**config.mk**
```make
export PLATFORM = sky130hd
export DESIGN_NAME = positional_array_table
export DESIGN_NICKNAME = d
export VERILOG_FILES = /design/src/rtl/pat_pkg.sv /design/src/rtl/pat_cell.sv /design/src/rtl/pat_scan.sv /design/src/rtl/positional_array_table.sv
export SDC_FILE = /design/constraint.sdc
export NUM_CORES = 2
export LEC_CHECK = 0
export BUFFER_PORTS_ARGS = -buffer_cell sky130_fd_sc_hd__buf_2
export CAP_MARGIN = 15
export CORE_MARGIN = 10
export CORE_UTILIZATION = 45
export DETAILED_ROUTE_END_ITERATION = 6
export PLACE_DENSITY = 0.59
export RECOVER_POWER = 100
export SYNTH_ARGS = -nofsm -noshare
export SYNTH_HDL_FRONTEND = slang
export SYNTH_HIERARCHICAL = 1
export SYNTH_SLANG_ARGS = --single-unit
```
**constraint.sdc**
```tcl
create_clock -name clk -period 7.4 [get_ports clk]
set_input_delay 1.11 -clock clk [delete_from_list [all_inputs] [get_ports clk]]
set_output_delay 1.11 -clock clk [all_outputs]
set_load 0.01 [all_outputs]
```
**src/rtl/pat_pkg.sv**
```systemverilog
// ----------------------------------------------------------------------------
// pat_pkg
// Shared types and constants for the positional array table: operation and
// status codes, the per-cell control word and the scanner result.
// ----------------------------------------------------------------------------
`default_nettype none

package pat_pkg;

  localparam int CAPACITY_DEF   = 16;
  localparam int WORD_WIDTH_DEF = 32;
  localparam int SCAN_GROUP     = 8;

  localparam int FUNC_W   = 3;
  localparam int POS_W    = 5;
  localparam int VALUE_W  = 32;
  localparam int STATUS_W = 2;
  localparam int FOUND_W  = 5;
  localparam int COUNT_W  = 5;

  typedef enum logic [FUNC_W-1:0] {
    OP_APPEND = 3'd0,
    OP_DROP   = 3'd1,
    OP_INSERT = 3'd2,
    OP_ERASE  = 3'd3,
    OP_FIND   = 3'd4
  } op_t;

  typedef enum logic [STATUS_W-1:0] {
    ST_DONE    = 2'd0,
    ST_IGNORED = 2'd1,
    ST_FULL    = 2'd2
  } status_t;

  typedef struct packed {
    logic write;
    logic shift_up;
    logic shift_down;
    logic find_load;
  } cell_ctrl_t;

  typedef struct packed {
    logic                      done;
    logic signed [FOUND_W-1:0] found;
  } scan_res_t;

endpackage

`default_nettype wire

```
**src/rtl/pat_cell.sv**
```systemverilog
// ----------------------------------------------------------------------------
// pat_cell
// One table slot: holds a word, takes its left or right neighbor on a shift,
// loads the request word at the target slot, and latches its find match.
// ----------------------------------------------------------------------------
`default_nettype none

module pat_cell
  import pat_pkg::*;
#(
  parameter int CAPACITY   = CAPACITY_DEF,
  parameter int WORD_WIDTH = WORD_WIDTH_DEF,
  parameter int IDX        = 0
) (
  input  wire logic                          clk,
  input  wire cell_ctrl_t                    ctrl,
  input  wire logic [$clog2(CAPACITY)-1:0]   pos,
  input  wire logic [$clog2(CAPACITY+1)-1:0] count,
  input  wire logic [WORD_WIDTH-1:0]         word,
  input  wire logic [WORD_WIDTH-1:0]         left_q,
  input  wire logic [WORD_WIDTH-1:0]         right_q,
  output logic      [WORD_WIDTH-1:0]         data_q,
  output logic                               match_q
);

  localparam int IW = $clog2(CAPACITY);
  localparam int CW = $clog2(CAPACITY + 1);
  localparam logic [IW-1:0] IDX_P = IW'(IDX);
  localparam logic [CW-1:0] IDX_C = CW'(IDX);

  logic [WORD_WIDTH-1:0] data_r, data_nxt;
  logic                  match_r, match_nxt;

  always_comb begin
    data_nxt  = data_r;
    match_nxt = match_r;
    if (ctrl.write && (IDX_P == pos)) begin
      data_nxt = word;
    end else if (ctrl.shift_up && (IDX_P > pos)) begin
      data_nxt = left_q;
    end else if (ctrl.shift_down && (IDX_P >= pos)) begin
      data_nxt = right_q;
    end
    if (ctrl.find_load) begin
      match_nxt = (data_r == word) && (IDX_C < count);
    end
  end

  always_ff @(posedge clk) begin
    data_r  <= data_nxt;
    match_r <= match_nxt;
  end

  assign data_q  = data_r;
  assign match_q = match_r;

endmodule

`default_nettype wire

```
**src/rtl/pat_scan.sv**
```systemverilog
// ----------------------------------------------------------------------------
// pat_scan
// Priority scanner over the latched match bits of the cells: examines one
// group of eight per cycle, lowest index first, and stops at the first hit.
// ----------------------------------------------------------------------------
`default_nettype none

module pat_scan
  import pat_pkg::*;
#(
  parameter int CAPACITY = CAPACITY_DEF
) (
  input  wire logic                clk,
  input  wire logic                rst_n,
  input  wire logic                launch,
  input  wire logic [CAPACITY-1:0] match_vec,
  output logic                     busy,
  output scan_res_t                res
);

  localparam int NG = (CAPACITY + SCAN_GROUP - 1) / SCAN_GROUP;
  localparam int GW = (NG > 1) ? $clog2(NG) : 1;
  localparam int SW = $clog2(SCAN_GROUP);
  localparam int XW = GW + SW;
  localparam logic [GW-1:0] LAST_G = GW'(NG - 1);

  typedef enum logic [1:0] {
    S_IDLE = 2'b01,
    S_SCAN = 2'b10
  } scan_state_t;

  scan_state_t             state_r, state_nxt;
  logic [GW-1:0]           grp_r, grp_nxt;
  logic [NG*SCAN_GROUP-1:0] pad;
  logic [SCAN_GROUP-1:0]   grp_bits;
  logic [SW-1:0]           pe;
  logic                    hit;
  logic [XW-1:0]           idx;

  assign pad      = (NG*SCAN_GROUP)'(match_vec);
  assign grp_bits = pad[SCAN_GROUP*grp_r +: SCAN_GROUP];
  assign hit      = |grp_bits;

  always_comb begin
    pe = '0;
    for (int k = SCAN_GROUP - 1; k >= 0; k--) begin
      if (grp_bits[k]) begin
        pe = SW'(k);
      end
    end
  end

  assign idx = {grp_r, pe};

  always_comb begin
    state_nxt = state_r;
    grp_nxt   = grp_r;
    res.done  = 1'b0;
    res.found = '1;
    unique case (state_r)
      S_IDLE: begin
        if (launch) begin
          state_nxt = S_SCAN;
          grp_nxt   = '0;
        end
      end
      S_SCAN: begin
        if (hit) begin
          res.done  = 1'b1;
          res.found = FOUND_W'(idx);
          state_nxt = S_IDLE;
        end else if (grp_r == LAST_G) begin
          res.done  = 1'b1;
          state_nxt = S_IDLE;
        end else begin
          grp_nxt = grp_r + GW'(1);
        end
      end
      default: begin
        state_nxt = S_IDLE;
      end
    endcase
  end

  always_ff @(posedge clk) begin
    if (!rst_n) begin
      state_r <= S_IDLE;
      grp_r   <= '0;
    end else begin
      state_r <= state_nxt;
      grp_r   <= grp_nxt;
    end
  end

  assign busy = (state_r == S_SCAN);

endmodule

`default_nettype wire

```
**src/rtl/positional_array_table.sv**
```systemverilog
// ----------------------------------------------------------------------------
// positional_array_table
// Ordered table of signed words with a live count, built as a row of cells
// that shift up or down together; supports append, drop last, insert, erase
// and find (lowest matching index).
//
//   channel  ports                                          handshake
//   input    in_func, in_position, in_value                start && !busy
//   result   out_status, out_found_index, out_entry_count  out_strobe
//
// Append, drop, insert and erase do not raise busy: a new item may follow in
// the next cycle, and its result shows on out_strobe in the cycle after accept.
// Find latches the match bits of all cells together, then the scanner checks
// eight of them per cycle while busy stays high; the result follows busy.
// Reset clears the count and the scanner; entry contents are not cleared.
// The receiver cannot stall; each result is shown for one cycle.
// ----------------------------------------------------------------------------
`default_nettype none

module positional_array_table
  import pat_pkg::*;
#(
  parameter int CAPACITY   = CAPACITY_DEF,
  parameter int WORD_WIDTH = WORD_WIDTH_DEF
) (
  input  wire logic                       clk,
  input  wire logic                       rst_n,
  input  wire logic                       start,
  output logic                            busy,
  input  wire logic        [FUNC_W-1:0]   in_func,
  input  wire logic        [POS_W-1:0]    in_position,
  input  wire logic signed [VALUE_W-1:0]  in_value,
  output logic                            out_strobe,
  output logic             [STATUS_W-1:0] out_status,
  output logic signed      [FOUND_W-1:0]  out_found_index,
  output logic             [COUNT_W-1:0]  out_entry_count
);

  localparam int IW = $clog2(CAPACITY);
  localparam int CW = $clog2(CAPACITY + 1);
  localparam int PW = (CW > POS_W) ? CW : POS_W;
  localparam logic [CW-1:0] FULL_C = CW'(CAPACITY);

  logic [CW-1:0]          count_r, count_nxt;
  logic                   strobe_r, strobe_nxt;
  logic [STATUS_W-1:0]    status_r, status_nxt;
  logic signed [FOUND_W-1:0] found_r, found_nxt;
  logic [COUNT_W-1:0]     cnt_out_r, cnt_out_nxt;

  logic                   accept;
  logic                   full;
  logic [PW-1:0]          pos_w, cnt_w;
  logic [WORD_WIDTH-1:0]  word;
  cell_ctrl_t             ctrl;
  logic [IW-1:0]          cell_pos;
  logic                   scan_busy;
  scan_res_t              scan_res;

  logic [WORD_WIDTH-1:0]  cell_q [CAPACITY];
  logic [CAPACITY-1:0]    match_vec;

  assign accept = start && !busy;
  assign full   = (count_r == FULL_C);
  assign pos_w  = PW'(in_position);
  assign cnt_w  = PW'(count_r);
  assign word   = WORD_WIDTH'(in_value);
  assign busy   = scan_busy;

  always_comb begin
    ctrl        = '0;
    cell_pos    = pos_w[IW-1:0];
    count_nxt   = count_r;
    strobe_nxt  = 1'b0;
    status_nxt  = ST_DONE;
    found_nxt   = '1;
    cnt_out_nxt = COUNT_W'(count_r);
    if (accept) begin
      strobe_nxt = 1'b1;
      unique case (in_func)
        OP_APPEND: begin
          if (full) begin
            status_nxt = ST_FULL;
          end else begin
            ctrl.write = 1'b1;
            cell_pos   = count_r[IW-1:0];
            count_nxt  = count_r + CW'(1);
          end
        end
        OP_DROP: begin
          if (count_r == '0) begin
            status_nxt = ST_IGNORED;
          end else begin
            count_nxt = count_r - CW'(1);
          end
        end
        OP_INSERT: begin
          if (pos_w > cnt_w) begin
            status_nxt = ST_IGNORED;
          end else if (full) begin
            status_nxt = ST_FULL;
          end else begin
            ctrl.write    = 1'b1;
            ctrl.shift_up = 1'b1;
            count_nxt     = count_r + CW'(1);
          end
        end
        OP_ERASE: begin
          if (pos_w >= cnt_w) begin
            status_nxt = ST_IGNORED;
          end else begin
            ctrl.shift_down = 1'b1;
            count_nxt       = count_r - CW'(1);
          end
        end
        OP_FIND: begin
          ctrl.find_load = 1'b1;
          strobe_nxt     = 1'b0;
        end
        default: begin
          status_nxt = ST_IGNORED;
        end
      endcase
      cnt_out_nxt = COUNT_W'(count_nxt);
    end else if (scan_res.done) begin
      strobe_nxt = 1'b1;
      found_nxt  = scan_res.found;
    end
  end

  for (genvar i = 0; i < CAPACITY; i++) begin : g_cell
    logic [WORD_WIDTH-1:0] left_q, right_q;
    if (i == 0) begin : g_first
      assign left_q = cell_q[i];
    end else begin : g_inner
      assign left_q = cell_q[i-1];
    end
    if (i == CAPACITY - 1) begin : g_last
      assign right_q = cell_q[i];
    end else begin : g_body
      assign right_q = cell_q[i+1];
    end
    pat_cell #(
      .CAPACITY   (CAPACITY),
      .WORD_WIDTH (WORD_WIDTH),
      .IDX        (i)
    ) u_cell (
      .clk     (clk),
      .ctrl    (ctrl),
      .pos     (cell_pos),
      .count   (count_r),
      .word    (word),
      .left_q  (left_q),
      .right_q (right_q),
      .data_q  (cell_q[i]),
      .match_q (match_vec[i])
    );
  end

  pat_scan #(
    .CAPACITY (CAPACITY)
  ) u_scan (
    .clk       (clk),
    .rst_n     (rst_n),
    .launch    (ctrl.find_load),
    .match_vec (match_vec),
    .busy      (scan_busy),
    .res       (scan_res)
  );

  always_ff @(posedge clk) begin
    if (!rst_n) begin
      count_r  <= '0;
      strobe_r <= 1'b0;
    end else begin
      count_r  <= count_nxt;
      strobe_r <= strobe_nxt;
    end
  end

  always_ff @(posedge clk) begin
    status_r  <= status_nxt;
    found_r   <= found_nxt;
    cnt_out_r <= cnt_out_nxt;
  end

  assign out_strobe      = strobe_r;
  assign out_status      = status_r;
  assign out_found_index = found_r;
  assign out_entry_count = cnt_out_r;

  a_find_goes_busy: assert property (@(posedge clk) disable iff (!rst_n)
    accept && (in_func == OP_FIND) |=> busy)
    else $error("find item did not start the scan");

  a_no_strobe_while_busy: assert property (@(posedge clk) disable iff (!rst_n)
    busy |-> !out_strobe)
    else $error("result shown while the scan is running");

  a_append_counts: assert property (@(posedge clk) disable iff (!rst_n)
    accept && (in_func == OP_APPEND) && !full |=>
      out_strobe && (count_r == $past(count_r) + CW'(1)))
    else $error("append did not advance the count");

endmodule

`default_nettype wire

```
After elaboration in Yosys (flattened, before gate mapping) --
Cells that the tools add are included.
Word-level totals: memories 0, register bits after elaboration 549, ROM bits 0, output and inout bits 14, input bits 43, bits in latches 0, word-level logic and storage cells 322, memory bits (writable) 0
Operators by class: div/mod/pow operators 0, reductions and logical operators 91, shift-type cells 1, bitwise logic cells 3, order comparisons 49, multipliers 0, mux-type cells 93, add/sub/neg operators 3, equality and inequality tests 42
Operators by type and width (count):
- 32-bit 2-to-1 mux | 47
- 32-bit equality test | 16
- 1-bit logical AND | 64
- 3-bit nonzero test | 14
- 4-bit by 5-bit less-than comparator with 1-bit output, first input constant | 8
- 4-bit equality test, first input constant | 8
- 4-bit greater-than comparator, first input constant | 8
- 5-bit 2-to-1 mux | 6
- 4-bit >= comparator, first input constant | 7
- 3-bit 2-to-1 mux | 8
- 3-bit by 5-bit less-than comparator with 1-bit output, first input constant | 4
- 5-bit case mux with 4 select lines | 1
- 3-bit by 4-bit equality test with 1-bit output, first input constant | 4
- 3-bit by 4-bit >= comparator with 1-bit output, first input constant | 4
- 3-bit by 4-bit greater-than comparator with 1-bit output, first input constant | 4
- 4-bit 2-to-1 mux | 4
- 16-bit by 5-bit indexed part select with 8-bit output | 1
- 1-bit 2-to-1 mux | 15
- 2-bit 2-to-1 mux | 7
- 1-bit by 5-bit less-than comparator with 1-bit output, first input constant | 2
- 2-bit by 5-bit less-than comparator with 1-bit output, first input constant | 2
- 2-bit case mux with 5 select lines | 1
- 2-bit by 4-bit equality test with 1-bit output, first input constant | 2
- 1-bit by 4-bit >= comparator with 1-bit output, first input constant | 2
- other kinds (32) | 43

Longest topological paths before layout --
depth in word-level cells 13, mapped depth 15, gate-level depth less buffers 11

Modules after synthesis --
Netlist, hierarchy kept.
By module, submodules not included:
- pat_cell (g_cell[15].u_cell) | area an instance 2139.6 µm², times used 1, cells an instance 189
- pat_cell (g_cell[2].u_cell) | area an instance 2118.3 µm², times used 1, cells an instance 189
- pat_cell (g_cell[6].u_cell) | area an instance 2100.8 µm², times used 1, cells an instance 191
- pat_cell (g_cell[12].u_cell) | area an instance 2097.0 µm², times used 1, cells an instance 191
- pat_cell (g_cell[8].u_cell) | area an instance 2095.8 µm², times used 1, cells an instance 190
- pat_cell (g_cell[10].u_cell) | area an instance 2082.0 µm², times used 1, cells an instance 191
- pat_cell (g_cell[14].u_cell) | area an instance 2078.2 µm², times used 1, cells an instance 189
- pat_cell (g_cell[1].u_cell) | area an instance 2072.0 µm², times used 1, cells an instance 188
- pat_cell (g_cell[4].u_cell) | area an instance 2065.7 µm², times used 1, cells an instance 191
- pat_cell (g_cell[7].u_cell) | area an instance 2049.5 µm², times used 1, cells an instance 189
- pat_cell (g_cell[11].u_cell) | area an instance 2024.4 µm², times used 1, cells an instance 228
- pat_cell (g_cell[13].u_cell) | area an instance 2011.9 µm², times used 1, cells an instance 190
- pat_cell (g_cell[5].u_cell) | area an instance 1999.4 µm², times used 1, cells an instance 159
- pat_cell (g_cell[9].u_cell) | area an instance 1985.7 µm², times used 1, cells an instance 191
- 4 more rows

Worst setup path before layout --
Ideal clock, no wire load.
path type input to register, from in in_func[0], to reg g_cell[2].u_cell.data_r[0], enable pin, required time 6.939 ns, setup slack 0.272 ns, stages 7, library setup time 0.461 ns, path buffers 1, data arrival time 6.667 ns, cell sequence buf_2 or2_2 nor3_1 nand2_1 o21ai_0 o31ai_1 nor3_1
Between the ends: cells in the longest elaborated chain, start to end 6, elaborated cells on any way between the ends 16, those cells by class order compare (2); eq/ne (3); mux (6); reduce/logical (5)
Ends and longest elaborated chain:
- start, declared | RTL line positional_array_table.sv:30 | input wire logic [FUNC_W-1:0] in_func,
- 3-bit logical NOT (*) | RTL line positional_array_table.sv:79 | unique case (in_func)
- 4-bit 2-to-1 mux (*) | RTL line positional_array_table.sv:79
- 4-bit 2-to-1 mux (*) | RTL line positional_array_table.sv:77 | if (accept) begin
- via cell_pos[1] | RTL line positional_array_table.sv:55 | logic [IW-1:0] cell_pos;
- 2-bit by 4-bit >= comparator with 1-bit output (tied with other cells) | RTL line pat_cell.sv:41 | end else if (ctrl.shift_down && (IDX_P >= pos)) begin
- 1-bit logical AND (on tied branches) | RTL line pat_cell.sv:41, pat_cell.sv:37, pat_cell.sv:39
- 3-bit nonzero test (no source line) (*)
- end signal, assigned | RTL line pat_cell.sv:50 | data_r <= data_nxt;
- end, declared | RTL line pat_cell.sv:31 | logic [WORD_WIDTH-1:0] data_r, data_nxt;
The timed path passes the listed nets; every way through them passes the cells marked *. A chain may end at the register's enable or synchronous reset.

==> impl_metrics.csv <==
group,metric,value,unit
worst_setup_path,reg2reg_slack,1.27,ns
synth,synth_edf_count,528,
worst_setup_path,startpoint_type,"flop",
synth,yosysTopAreaCell,"edfxtp_1",
power_and_ir_drop,combPwrFrac,0.087,
route,vias,26400,
clock_network,clockBufferDepth,3,
worst_setup_path,worst-setup-path-type,"reg2reg",
route,drt_iter0_markers,4072,
floorplanning,die_area,0.0876,mm²
global_routing,overflow,0,
route,antenna_left,0,
worst_setup_path,cp_slowest_cell,"clkbuf_1",
route,first_pass_iters,6,
synth,synth_top_area_share,0.462,
route,vias_per_cell,6.26,
sta,finalSetupViolations,0,
run_status,status,"finished with violations",
power_and_ir_drop,power_frac_clock,0.415,
place,place.gp.congestion,0.947,
run_status,violations,"capacitance limit, slew limit",
sta,slew_headroom,-0.464,
sta,worstMarginPinSlew,2.20,ns
clock_network,post_cts_resized,0,
clock_network,hold_buffers,0,
global_routing,grt_pass1_vias,24900,
floorplanning,rows,101,
cells_and_area,area_delta_synth_final,7.31,%
synth,ys_async_sr_fraction,0,
route,drcViolationCount,0,
floorplanning,initial_core_util,0.453,
worst_setup_path,cp_cell_sequence,"inv_1 -> ha_1 -> a21oi_1 -> o221ai_1 -> a31oi_1 -> and3_1 -> clkbuf_1 -> o21ai_0 -> a211oi_4 -> clkbuf_1",
clock_network,cts_tree,"done",
cells_and_area,diodes,0,
cells_and_area,final_core_util,0.486,
power_and_ir_drop,pwr-share-seq,0.498,
hold_path,whs_endpoint,"g_cell[15].u_cell/data_q[16]",
synth,synth_adder_area_share,0.00255,
synth,synth-simple-area-share,0.109,
hold_path,holdPathStages,2,
route,wl_per_cell,28.7,µm
clock_network,insertion_delay,0.65,ns
place,port_buffers,56,
synth,seq_area_frac_synth,0.475,
global_routing,grt_pass1_wl,174000,µm
worst_setup_path,rr_worst_depth,10,
route,wl,121000,µm
sta,rsz0062_at_grt,"no",
worst_setup_path,slowest_delay,1.41,ns
power_and_ir_drop,p_leak,13.8,nW
worst_setup_path,cp_max_fo,32,
global_routing,grt_antenna_before_repair,2,
global_routing,grt_start_max_net_pins,66,
synth,synth_top_family_by_area,"compound AO/OA/AOI/OAI gates",
worst_setup_path,cp.arrival,6.35,ns
floorplanning,coreArea,0.0757,mm²
synth,synth_compound_area_frac,0.136,
hold_path,min_path_type,"reg2reg",
cells_and_area,drive_gt1_frac,0.0830,
clock_network,clk_pin_slew,0.07,ns
clock_network,clock_sinks,549,
synth,synth.area.mux_share,0.0995,
clock_network,htree_num_levels,2,
synth,synthesis.nets,3208,
sta,setup-tns-final,0,ns
floorplanning,pin_count,57,
synth,synth_area_per_cell,10.9,µm²
sta,fin_hold_ws,0.612,ns
synth,synth_area_leaders,"edfxtp_1, xor2_1, mux2i_1",
power_and_ir_drop,power_density,194,mW/mm²
worst_setup_path,crit_family,"buffers and inverters",
worst_setup_path,cp.buffers_inverters,3,
worst_setup_path,timing.rr.start,"cnt_w[2]",
worst_setup_path,r2r_end,"g_cell[4].u_cell/data_q[12]",
sta,hold_violations,0,
clock_network,clockRootBuffer,"clkbuf_16",
cells_and_area,nets,3244,
power_and_ir_drop,p_int,5.32,mW
synth,yosysWarnings,6,
power_and_ir_drop,ir_drop,203,µV
sta,fin_crit_sh,0.828,
flow_run,maxCapViolCount,17,
hold_path,hp-start,"g_cell[15].u_cell/data_q[16]",
synth,synth_common_cells,"edfxtp_1, xor2_1, mux2i_1",
sta,layout_min_cycle_time,6.13,ns
synth,synthCells,3158,
clock_network,cts_setup_buffers,0,
floorplanning,die_w,296,µm
worst_setup_path,critPathCaptureType,"flop",
floorplanning,die_h,296,µm
synth,ys_ff_latch,549,
power_and_ir_drop,p_sw_frac,0.254,
place,dp_hpwl,84000,µm
power_and_ir_drop,power_switching,1.81,mW
synth,synthDistinctLibCells,92,
global_routing,grtUsageTotal,0.268,
synth,synth.most_common_cell,"edfxtp_1",
worst_setup_path,cp_common_cell,"clkbuf_1",
synth,netlist_area,0.0343,mm²
synth,synth_flop_cell,"edfxtp_1",
worst_setup_path,cp.required,7.62,ns
synth,yosys.area_share.xor_xnor,0.132,
clock_network,numCtsBuffers,60,
sta,maxSlewViolCount,583,
sta,fin_skew,0.0245,ns
sta,fmax,0.163,GHz
state kept, by name, summed over array words and instances (netlist names):
signal / flops
cnt_w: 5
out_found_index: 5
g_cell.u_cell/data_q: 512
out_entry_count: 5
g_cell.u_cell/match_q: 16
u_scan/state_r: 2
u_scan/grp_r: 1
out_status: 2
out_strobe: 1
area by class of cell:
| cell class | instances | area, µm² |
|---|---|---|
| Fill cell | 6903 | 38900 |
| Sequential cell | 549 | 16300 |
| Multi-Input combinational cell | 2334 | 16100 |
| Clock buffer | 86 | 1700 |
| Tap cell | 978 | 1220 |
| Timing Repair Buffer | 137 | 890 |
| Inverter | 112 | 420 |
| Clock inverter | 24 | 196 |
tightest hold or removal path, delay by kind of cell (launching register included):
kind	cells	cell delay, ns
DFF	1	0.38
and+or+nand+nor	2	0.13
layer usage:
metal / GRT usage / routed length, µm / vias to the layer above
met3: 0.0541 / 13200 / 236
met4: 0.0844 / 4250 / 4
met1: 0.396 / 52600 / 13000
met5: 0 / 29 / -
met2: 0.389 / 51200 / 1582
li1: - / - / 11700
worst max path at each step:
stage / start / endpoint / slack [ns] / depth (start not counted)
after CTS: cnt_w[1] / g_cell[13].u_cell/data_q[18] / 1.73 / 10
after global placement: in_func[0] / g_cell[13].u_cell/data_q[12] / 1.94 / 9
after floorplan: in_func[0] / g_cell[2].u_cell/data_q[0] / 0.27 / 7
after detailed placement: cnt_w[1] / g_cell[13].u_cell/data_q[11] / 1.75 / 10
after global routing: cnt_w[2] / g_cell[4].u_cell/data_q[21] / 0.88 / 10
final: cnt_w[2] / g_cell[4].u_cell/data_q[12] / 1.27 / 10
through the flow:
step / instance area, µm² / cells / worst slack, ns / power, mW
2_1_floorplan: 34300 / 3158 / 0.272 / 3.90
3_3_place_gp: 35300 / 4106 / 1.94 / 4.22
3_5_place_dp: 35300 / 4106 / 1.75 / 4.23
4_1_cts: 37200 / 4216 / 1.73 / 7.16
5_1_grt: 36800 / 4220 / 0.885 / 7.32
6_report: 36800 / 4220 / 1.27 / 7.13
power groups by stage:
| stage | combinational (mW) | clock, mW | sequential, mW |
|---|---|---|---|
| after floorplan | 0.332 | 0 | 3.57 |
| after detailed placement | 0.619 | 0 | 3.61 |
| after global routing | 0.658 | 3.11 | 3.55 |
| final | 0.623 | 2.96 | 3.55 |
| after global placement | 0.609 | 0 | 3.61 |
| after CTS | 0.621 | 2.99 | 3.54 |
logic make-up (layout without fill, tap and decap cells):
family / after synthesis / in the layout
AND/OR/NAND/NOR: 746 / 746
AO/OA/AOI/OAI: 742 / 742
flip-flops: 549 / 549
XOR/XNOR: 515 / 515
multiplexers: 324 / 324
buffers and inverters: 275 / 359
adder cells (fa/ha/maj): 7 / 7
cells in the final DEF, fill, tap and decap left out, types with 32 or more instances in the layout:
cell type    n
edfxtp_1   528
xor2_1     418
mux2i_1    289
nand2_1    279
o21ai_0    262
a21oi_1    201
nor2_1     175
a22oi_1    127
inv_1      112
nor4_1     109
xnor2_1     96
clkbuf_16   62
buf_4       60
nand4_1     47
clkbuf_1    45
buf_2       40
a21o_1      37
a22o_1      32
No activity file was read; power rests on OpenSTA's default activity.
